`config.mk`:
```
export PLATFORM = sky130hd
export DESIGN_NAME = lztd_ctrl
export DESIGN_NICKNAME = d
export VERILOG_FILES = /design/src/design/lztd_pkg.sv /design/src/design/lztd_ctrl.sv
export SDC_FILE = /design/constraint.sdc
export NUM_CORES = 1
export LEC_CHECK = 0
export CAP_MARGIN = 10
export CORE_AREA = 2 2 39 41
export DETAILED_ROUTE_END_ITERATION = 10
export DIE_AREA = 0 0 41 43
export DONT_BUFFER_PORTS = 1
export SLEW_MARGIN = 15
export SYNTH_ARGS = -nofsm -noshare
export SYNTH_HDL_FRONTEND = slang
export SYNTH_SLANG_ARGS = --single-unit
```
`constraint.sdc`:
```
create_clock -name clk -period 2.1 [get_ports clk]
set_input_delay 0.63 -clock clk [delete_from_list [all_inputs] [get_ports clk]]
set_output_delay 0.63 -clock clk [all_outputs]
set_load 0.01 [all_outputs]
```
`src/design/lztd_pkg.sv`:
```
package lztd_pkg;

  localparam int DIST_BITS     = 12;
  localparam int LEN_BITS      = 4;
  localparam int HISTORY_DEPTH = 4096;

  localparam int PTR_W = $clog2(HISTORY_DEPTH);
  localparam int CNT_W = PTR_W + 1;
  localparam int MAX_DC_W = (DIST_BITS > CNT_W) ? DIST_BITS : CNT_W;
  localparam int CMP_W = (MAX_DC_W > LEN_BITS) ? MAX_DC_W : LEN_BITS;

  typedef enum logic [1:0] {
    ST_OK    = 2'd0,
    ST_EMPTY = 2'd1,
    ST_OOB   = 2'd2
  } lztd_status_t;

  // Commands from the controller to the datapath.
  typedef struct packed {
    logic load;
    logic emit_lit;
    logic emit_status;
    logic start_read;
    logic next_read;
    logic emit_copy;
  } lztd_cmd_t;

  // Status from the datapath to the controller.
  typedef struct packed {
    logic is_ref;
    logic oob;
    logic empty;
    logic last_byte;
    logic out_free;
  } lztd_stat_t;

endpackage

```
`src/design/lztd_ctrl.sv`:
```
module lztd_ctrl import lztd_pkg::*; (
  input  logic       clk,
  input  logic       rst,
  input  logic       in_valid,
  output logic       in_ready,
  input  lztd_stat_t stat,
  output lztd_cmd_t  cmd
);

  typedef enum logic [2:0] {
    S_IDLE   = 3'b001,
    S_DECIDE = 3'b010,
    S_EMIT   = 3'b100
  } state_t;

  state_t state;
  state_t state_next;

  always_ff @(posedge clk) begin
    if (rst) begin
      state <= S_IDLE;
    end else begin
      state <= state_next;
    end
  end

  always_comb begin
    state_next = state;
    cmd        = '0;
    in_ready   = 1'b0;
    unique case (state)
      S_IDLE: begin
        in_ready = 1'b1;
        if (in_valid) begin
          cmd.load   = 1'b1;
          state_next = S_DECIDE;
        end
      end
      S_DECIDE: begin
        if (stat.out_free) begin
          if (!stat.is_ref) begin
            cmd.emit_lit = 1'b1;
            state_next   = S_IDLE;
          end else if (stat.oob || stat.empty) begin
            cmd.emit_status = 1'b1;
            state_next      = S_IDLE;
          end else begin
            cmd.start_read = 1'b1;
            state_next     = S_EMIT;
          end
        end
      end
      S_EMIT: begin
        if (stat.out_free) begin
          cmd.emit_copy = 1'b1;
          if (stat.last_byte) begin
            state_next = S_IDLE;
          end else begin
            cmd.next_read = 1'b1;
          end
        end
      end
      default: begin
        state_next = S_IDLE;
      end
    endcase
  end

endmodule

```
==> results of run 1 <==
final timing paths:
| check | start | cells after the start | to |
|---|---|---|---|
| setup / recovery | state[0]$_SDFFE_PP1P_ | 2 | cmd[2] |
| hold / removal | rst | 1 | state[1]$_SDFFE_PP0P_ |
| setup reg to reg | state[0]$_SDFFE_PP1P_ | 3 | state[0]$_SDFFE_PP1P_ |
| hold reg to reg | state[2]$_SDFFE_PP0P_ | 1 | state[1]$_SDFFE_PP0P_ |
cell families (layout without fill, tap and decap cells):
family | after synthesis | in the layout | share of synthesized area
simple gates | 16 | 16 | 0.480
buf+inv | 1 | 5 | 0.0175
compound gates | 7 | 7 | 0.222
flops | 3 | 3 | 0.281
synth_stat cells:
cell      instances  area [um^2]
dfxtp_1           3         60.1
nor4b_2           1         15.0
nor3b_1           1         7.51
nand2b_1          4         25.0
a21oi_1           2         10.0
o21ai_0           1         5.00
nor3_1            2         10.0
a211oi_1          2         15.0
nor2_1            3         11.3
o31ai_1           1         7.51
and2_1            1         6.26
and3_1            1         6.26
o21ba_1           1         10.0
inv_1             1         3.75
or2_1             1         6.26
or3b_1            1         8.76
nor2b_1           1         6.26
per-stage QoR:
step	instances	worst slack, ps	util
5_1_grt	47	218	0.188
3_5_place_dp	43	319	0.169
4_1_cts	47	292	0.188
3_3_place_gp	43	341	0.169
2_1_floorplan	27	360	-
6_report	47	317	0.188
cell type report:
type                            instances  area share
Multi-Input combinational cell         23       0.577
Tap cell                               16      0.0769
Sequential cell                         3       0.231
Inverter                                1      0.0144
Clock buffer                            4       0.101
metal layers:
layer	vias to the layer above	global-route usage	share of wire
li1	107	-	-
met1	102	0.0703	0.34
met2	11	0.116	0.50
met3	0	0.0890	0.16
met4	0	0.0400	0
met5	-	0	0
critical path: cells and delay by family, from the launching register on:
kind             cells  cell delay (ps)
flip-flops           1              350
AND/OR/NAND/NOR      2              560
power by group through the flow:
stage	Clock [mW]	Sequential (mW)	Combinational (mW)
after floorplan	0	0.0655	0.0224
after global placement	0	0.0667	0.0260
after detailed placement	0	0.0670	0.0260
after CTS	0.110	0.0662	0.0265
after global routing	0.115	0.0673	0.0286
final	0.102	0.0664	0.0257
==> flow_summary.json, run 1 <==
{
  "worstMarginPinSlew_ps": 493,
  "crit_chain": "nor4b_2 -> and3_1",
  "cts_hold_buf": 0,
  "cpMaxStageDelayCell": "dfxtp_1",
  "clkTransAtPathRegs_ps": 40,
  "rsz0062_at_grt": "no",
  "hold_path_class": "input port to flip-flop",
  "multi_input_area_um2": 150,
  "worst_ep_arrival_time_ps": 1150,
  "gp_congestion": 0.745,
  "p_sw_frac": 0.257,
  "ys_types": 17,
  "drtPass1Iterations": 2,
  "remaining_drc_errors": 0,
  "cts_root_buffer": "clkbuf_4",
  "pin_count": 15,
  "viasPerCell": 4.68,
  "rrSetupSlack_ps": 900,
  "p_int_uw": 144,
  "die_w_um": 41,
  "seq_area_frac_synth": 0.281,
  "n_fill_cell": 168,
  "netlist_instances": 27,
  "synth_area_um2": 214,
  "gr-total-overflow": 0,
  "area_growth_syn_to_layout_pct": 21.6,
  "drv_slew": 0,
  "place_hpwl_um": 438,
  "post_cts_resized": 0,
  "worstPathRequired_ps": 1470,
  "fp.dieH_um": 43,
  "yosysWarnings": 0,
  "grt_pass1_wl_um": 890,
  "critPathMaxStageDelay_ps": 350,
  "grt_max_degree": 7,
  "nNetsFinal": 40,
  "pwr_density_cell_nw_per_um2": 746,
  "hold_violations": 0,
  "dieArea_um2": 1760,
  "final_area_um2": 260,
  "antenna_found_initial": 0,
  "critPathLaunchType": "flip-flop",
  "drtAntennaViolNets": 0,
  "pwr-share-seq": 0.342,
  "crit_fanout": 6,
  "top_register": "state",
  "diodes": 0,
  "syn_nets": 35,
  "setup_viol": 0,
  "place_area_um2": 234,
  "largest_reg_flops": 3,
  "wl_per_cell_um": 12.1,
  "final_common_cell": "nand2b_1",
  "layout_common_cells": "nand2b_1 (4), nor2_1 (3), clkbuf_4 (3), dfxtp_1 (3)",
  "io_buffers": 0,
  "fmax_ghz": 0.561,
  "core_area_um2": 1380,
  "vias": 220,
  "grt_util_all_layers": 0.0822,
  "cts.sinks": 3,
  "comb_power_share": 0.132,
  "maxCapViolations": 0,
  "post_route_cells_drive_above_1_share": 0.129,
  "post_cts_buffers": 0,
  "drt-total-wl_um": 569,
  "synth_seq_cells": 3,
  "clockBufferDepth": 2,
  "largest_registers": "state x3",
  "ff_latch_area_um2": 60.1,
  "initial_core_util": 0.155,
  "htreeDepth": 1,
  "finalCriticalPeriod_ps": 1780,
  "cts_tree": "done",
  "cp-end-kind": "output pin",
  "slew_headroom": 0.671,
  "p_clk_frac": 0.526,
  "p_leak_nw": 0.0991,
  "outcome": "finished clean",
  "whs_ps": 468,
  "finalCritPeriodShare": 0.849,
  "grt_pass1_vias": 222,
  "power.switching_uw": 49.9,
  "avgSynthCellArea_um2": 7.92,
  "ir_worst_vdd_uv": 290,
  "drtIter0Drc": 1,
  "cts_made_buffers": 3,
  "fin_skew_ps": 4.15,
  "clk_latency_ps": 230,
  "crit_type": "flip-flop to output pin",
  "p_total_uw": 194,
  "rows": 14,
  "finalSetupTns_ps": 0
}
Note: power is estimated with default switching activity, not from simulation.
==> run 2, diff against run 1 <==
clock period = 1.78 ns   (was 2.1 ns; I/O delays follow)
==> run 2 against run 1 <==
  * Non-clock buffer count rose by 1
  * Count of clock-buffer cells in the layout is the same
  * Register-to-register slack got worse by 240 ps
  * Clock skew is 1.5 ps lower
  * Die area unchanged
  * Via count fell by 5.0%
  * Hold slack got worse by 96 ps
  * Critical path type unchanged
==> flow_summary.json, run 2 (same netlist as run 1, synthesis figures left out) <==
{
  "outcome": "finished clean",
  "p_total_uw": 233,
  "post_cts_buffers": 0,
  "place_hpwl_um": 431,
  "area_growth_syn_to_layout_pct": 25.1,
  "multi_input_area_um2": 150,
  "largest_reg_flops": 3,
  "r2r-end": "state[0]$_SDFFE_PP1P_",
  "wl_per_cell_um": 11.4,
  "final_core_utilization": 0.193,
  "whs_ps": 372,
  "crit_buf_inv": 0,
  "hold_violations": 0,
  "nNetsFinal": 41,
  "holdPathEnd": "state[1]$_SDFFE_PP0P_",
  "clk_latency_ps": 230,
  "drtPass1Iterations": 2,
  "remaining_drc_errors": 0,
  "r2r-start": "state[0]$_SDFFE_PP1P_",
  "n_fill_cell": 165,
  "cpMaxStageDelayCell": "dfxtp_1",
  "crit_chain": "nor4b_2 -> and3_1",
  "p_leak_nw": 0.104,
  "drv_slew": 0,
  "grt_pass1_wl_um": 821,
  "final_common_cell": "nand2b_1",
  "grt_max_degree": 7,
  "ir_worst_vdd_uv": 347,
  "post_cts_resized": 0,
  "cts_tree": "done",
  "largest_registers": "state x3",
  "io_buffers": 0,
  "rsz0062_at_grt": "yes",
  "initial_core_util": 0.155,
  "finalCriticalPeriod_ps": 1670,
  "drt-total-wl_um": 549,
  "cts_root_buffer": "clkbuf_4",
  "fin_cells": 48,
  "post_route_cells_drive_above_1_share": 0.156,
  "cts.sinks": 3,
  "antenna_found_initial": 0,
  "hold_path_class": "input port to flip-flop",
  "cts_hold_buf": 0,
  "slew_headroom": 0.738,
  "finalCritPeriodShare": 0.941,
  "viasPerCell": 4.35,
  "min_path_cells": 1,
  "pin_count": 15,
  "layout_common_cells": "nand2b_1 (4), nor2_1 (3), clkbuf_4 (3), dfxtp_1 (3)",
  "fin_skew_ps": 2.65,
  "crit_fanout": 6,
  "rrSetupSlack_ps": 660,
  "fmax_ghz": 0.597,
  "worstMarginPinSlew_ps": 390,
  "min-delay-start": "rst",
  "ff_latch_area_um2": 60.1,
  "r2r_cells": 3,
  "clockBufferDepth": 2,
  "drtAntennaViolNets": 0,
  "fp.dieH_um": 43,
  "dieArea_um2": 1760,
  "setup_viol": 0,
  "worstPathRequired_ps": 1250,
  "grt_pass1_vias": 207,
  "vias": 209,
  "maxCapViolations": 0,
  "clkTransAtPathRegs_ps": 40,
  "htreeDepth": 1,
  "diodes": 0,
  "die_w_um": 41,
  "pwr_density_cell_nw_per_um2": 869,
  "crit_family": "simple AND/OR/NAND/NOR gates",
  "crit_type": "flip-flop to output pin",
  "grt_util_all_layers": 0.0772,
  "critPathMaxStageDelay_ps": 350,
  "drtIter0Drc": 1,
  "cts_made_buffers": 3,
  "critPathLaunch": "state[0]$_SDFFE_PP1P_",
  "dp.cells": 44,
  "critPathLaunchType": "flip-flop",
  "top_register": "state",
  "gp_congestion": 0.738,
  "core_area_um2": 1380,
  "rows": 14,
  "gr-total-overflow": 0,
  "worst_ep_arrival_time_ps": 1140,
  "cp-end-kind": "output pin",
  "finalSetupTns_ps": 0
}
==> run 2: changes by cell type in the layout (fill, tap and decap cells not counted), sizes merged <==
| cell | change |
|---|---|
| buf | +1 |
==> run 2: worst max path at each step <==
stage | endpoint | slack, ps | depth (start not counted)
after global placement | cmd[2] | 210 | 2
after CTS | cmd[3] | 80 | 3
after floorplan | cmd[2] | 230 | 2
final | cmd[2] | 110 | 2
after global routing | cmd[3] | -1 | 3
after detailed placement | cmd[2] | 200 | 2
==> run 2: layout make-up <==
class                           instances  share of cell area
Multi-Input combinational cell         23               0.561
Timing Repair Buffer                    1              0.0280
Inverter                                1              0.0140
Sequential cell                         3               0.224
Tap cell                               16              0.0748
Clock buffer                            4              0.0981
==> run 2: power by group <==
part / switching (mW) / internal (mW)
clock network: 0.0354 / 0.0840
registers: 0.00576 / 0.0722
logic: 0.0174 / 0.0179
total: 0.0586 / 0.174
==> run 2: layer usage <==
metal  up-vias  part of all wire  GRT usage
li1        109                 -          -
met1        90              0.34     0.0641
met2        10              0.50      0.106
met3         0              0.15     0.0890
met4         0                 0     0.0400
met5         -                 0          0
==> run 2: through the flow <==
step | area, um^2 | setup WS, ps
final | 268 | 106
after global routing | 268 | -1.08
after CTS | 268 | 79.1
after detailed placement | 241 | 198
after global placement | 241 | 214
after floorplan | 214 | 232
==> run 2: worst register-to-register path, stage by stage, from the launching register on <==
cell and delay [ps]:
dfxtp_1 350, or3b_1 420, a21oi_1 160, o31ai_1 70
==> run 3, diff against run 2 <==
BUFFER_PORTS_ARGS = -buffer_cell sky130_fd_sc_hd__clkbuf_2   (was unset)
DONT_BUFFER_PORTS = unset   (was 1)
==> run 3 against run 2 <==
  * Highest routed layer is now met4
  * The flow now finishes with violations (setup timing)
  * Combinational power rose by 52%
  * Hold slack gained 140 ps
  * Global-route usage increased by 0.60 points
==> flow_summary.json, run 3 (same netlist as run 1, synthesis figures left out) <==
{
  "outcome": "complete, but fails checks",
  "violations": "setup timing",
  "grt_max_degree": 7,
  "pin_count": 15,
  "slew_headroom": 0.784,
  "cts_tree": "done",
  "critPathLaunchType": "input port",
  "r2r-end": "state[0]$_SDFFE_PP1P_",
  "wl_per_cell_um": 10.6,
  "final_area_um2": 367,
  "finalCriticalPeriod_ps": 1790,
  "worstSetupPathDepth": 4,
  "gp_congestion": 0.717,
  "ir_worst_vdd_uv": 313,
  "cpMaxStageDelayCell": "nor4b_4",
  "grt_pass1_wl_um": 931,
  "rrSetupSlack_ps": 650,
  "cts_root_buffer": "clkbuf_4",
  "vias": 271,
  "gr-total-overflow": 0,
  "r2r_cells": 3,
  "critPathMaxStageDelay_ps": 270,
  "worst_ep_arrival_time_ps": 1250,
  "fin_skew_ps": 0.308,
  "r2r-start": "state[0]$_SDFFE_PP1P_",
  "cts.sinks": 3,
  "io_buffers": 14,
  "critPathLaunch": "stat[2]",
  "ff_latch_area_um2": 60.1,
  "grt_pass1_vias": 242,
  "cp-end-kind": "output pin",
  "crit_fanout": 2,
  "rsz0062_at_grt": "yes",
  "worstPathRequired_ps": 1250,
  "place_hpwl_um": 474,
  "htreeDepth": 1,
  "clkTransAtPathRegs_ps": 40,
  "initial_core_util": 0.155,
  "nNetsFinal": 55,
  "top_register": "state",
  "worstMarginPinSlew_ps": 322,
  "die_w_um": 41,
  "viasPerCell": 4.37,
  "crit_family": "simple AND/OR/NAND/NOR gates",
  "largest_registers": "state x3",
  "crit_type": "input port to output pin",
  "n_fill_cell": 169,
  "pwr_density_cell_nw_per_um2": 681,
  "largest_reg_flops": 3,
  "hold_path_class": "input port to flip-flop",
  "hold_violations": 0,
  "clockBufferDepth": 2,
  "drtPass1Iterations": 4,
  "final_common_cell": "clkbuf_2",
  "grt_util_all_layers": 0.0832,
  "fmax_ghz": 0.559,
  "diodes": 0,
  "place_ws_ps": -1.08,
  "drv_slew": 0,
  "antenna_found_initial": 0,
  "core_area_um2": 1380,
  "crit_chain": "clkbuf_2 -> nor4b_4 -> and3_1 -> buf_2",
  "post_route_cells_drive_above_1_share": 0.457,
  "maxCapViolations": 0,
  "rows": 14,
  "p_leak_nw": 0.184,
  "fin_ws_ps": -7.59,
  "remaining_drc_errors": 0,
  "place_area_um2": 304,
  "dieArea_um2": 1760,
  "whs_ps": 508,
  "endpoint": "cmd[2]",
  "finalCritPeriodShare": 1.00,
  "setup_viol": 1,
  "drt-total-wl_um": 657,
  "crit_buf_inv": 2,
  "layout_common_cells": "clkbuf_2 (12), nand2b_1 (3), nor2_1 (3), clkbuf_4 (3), dfxtp_1 (3)",
  "drtIter0Drc": 11,
  "fp.dieH_um": 43,
  "finalSetupTns_ps": -7.59,
  "clk_latency_ps": 230,
  "final_core_utilization": 0.265,
  "cts_made_buffers": 3,
  "area_growth_syn_to_layout_pct": 71.3,
  "drtAntennaViolNets": 0,
  "multi_input_area_um2": 169
}
run 3: worst min path at each step:
stage                                      from                    end  cells past startpoint
after CTS                                   rst  state[1]$_SDFFE_PP0P_                      2
after global placement    state[2]$_SDFFE_PP0P_  state[1]$_SDFFE_PP0P_                      1
final                                       rst  state[1]$_SDFFE_PP0P_                      2
after detailed placement  state[2]$_SDFFE_PP0P_  state[1]$_SDFFE_PP0P_                      1
after global routing                        rst  state[1]$_SDFFE_PP0P_                      2
after floorplan           state[2]$_SDFFE_PP0P_  state[1]$_SDFFE_PP0P_                      1
run 3: final cells by class:
class                           count  share of cell area
Multi-Input combinational cell     23               0.461
Timing Repair Buffer               15               0.239
Sequential cell                     3               0.164
Clock buffer                        4              0.0717
Tap cell                           16              0.0546
Inverter                            1              0.0102
run 3: routing by layer:
| metal | share of wire | track usage | vias up | wire length, um |
|---|---|---|---|---|
| met1 | 0.31 | 0.0865 | 118 | 206 |
| li1 | - | - | 135 | - |
| met4 | 0.037 | 0.100 | 0 | 24 |
| met3 | 0.085 | 0.0209 | 4 | 56 |
| met2 | 0.56 | 0.116 | 14 | 369 |
| met5 | 0 | 0 | - | 0 |
run 3: what timing repair did:
action	CTS	global route
pin swaps	1	2
gates resized for setup	0	8
gates cloned	0	0
hold buffers	0	0
setup buffers	1	0
setup endpoints to repair	1	3
run 3: report_power, final:
part / switching [mW] / internal, mW
clock: 0.0330 / 0.0839
combinational: 0.0250 / 0.0288
sequential: 0.00667 / 0.0722
run 3: stage by stage:
| stage | total power, mW | instances |
|---|---|---|
| 2_1_floorplan | 0.104 | 27 |
| 3_3_place_gp | 0.125 | 57 |
| 3_5_place_dp | 0.126 | 57 |
| 4_1_cts | 0.247 | 62 |
| 5_1_grt | 0.269 | 62 |
| 6_report | 0.250 | 62 |
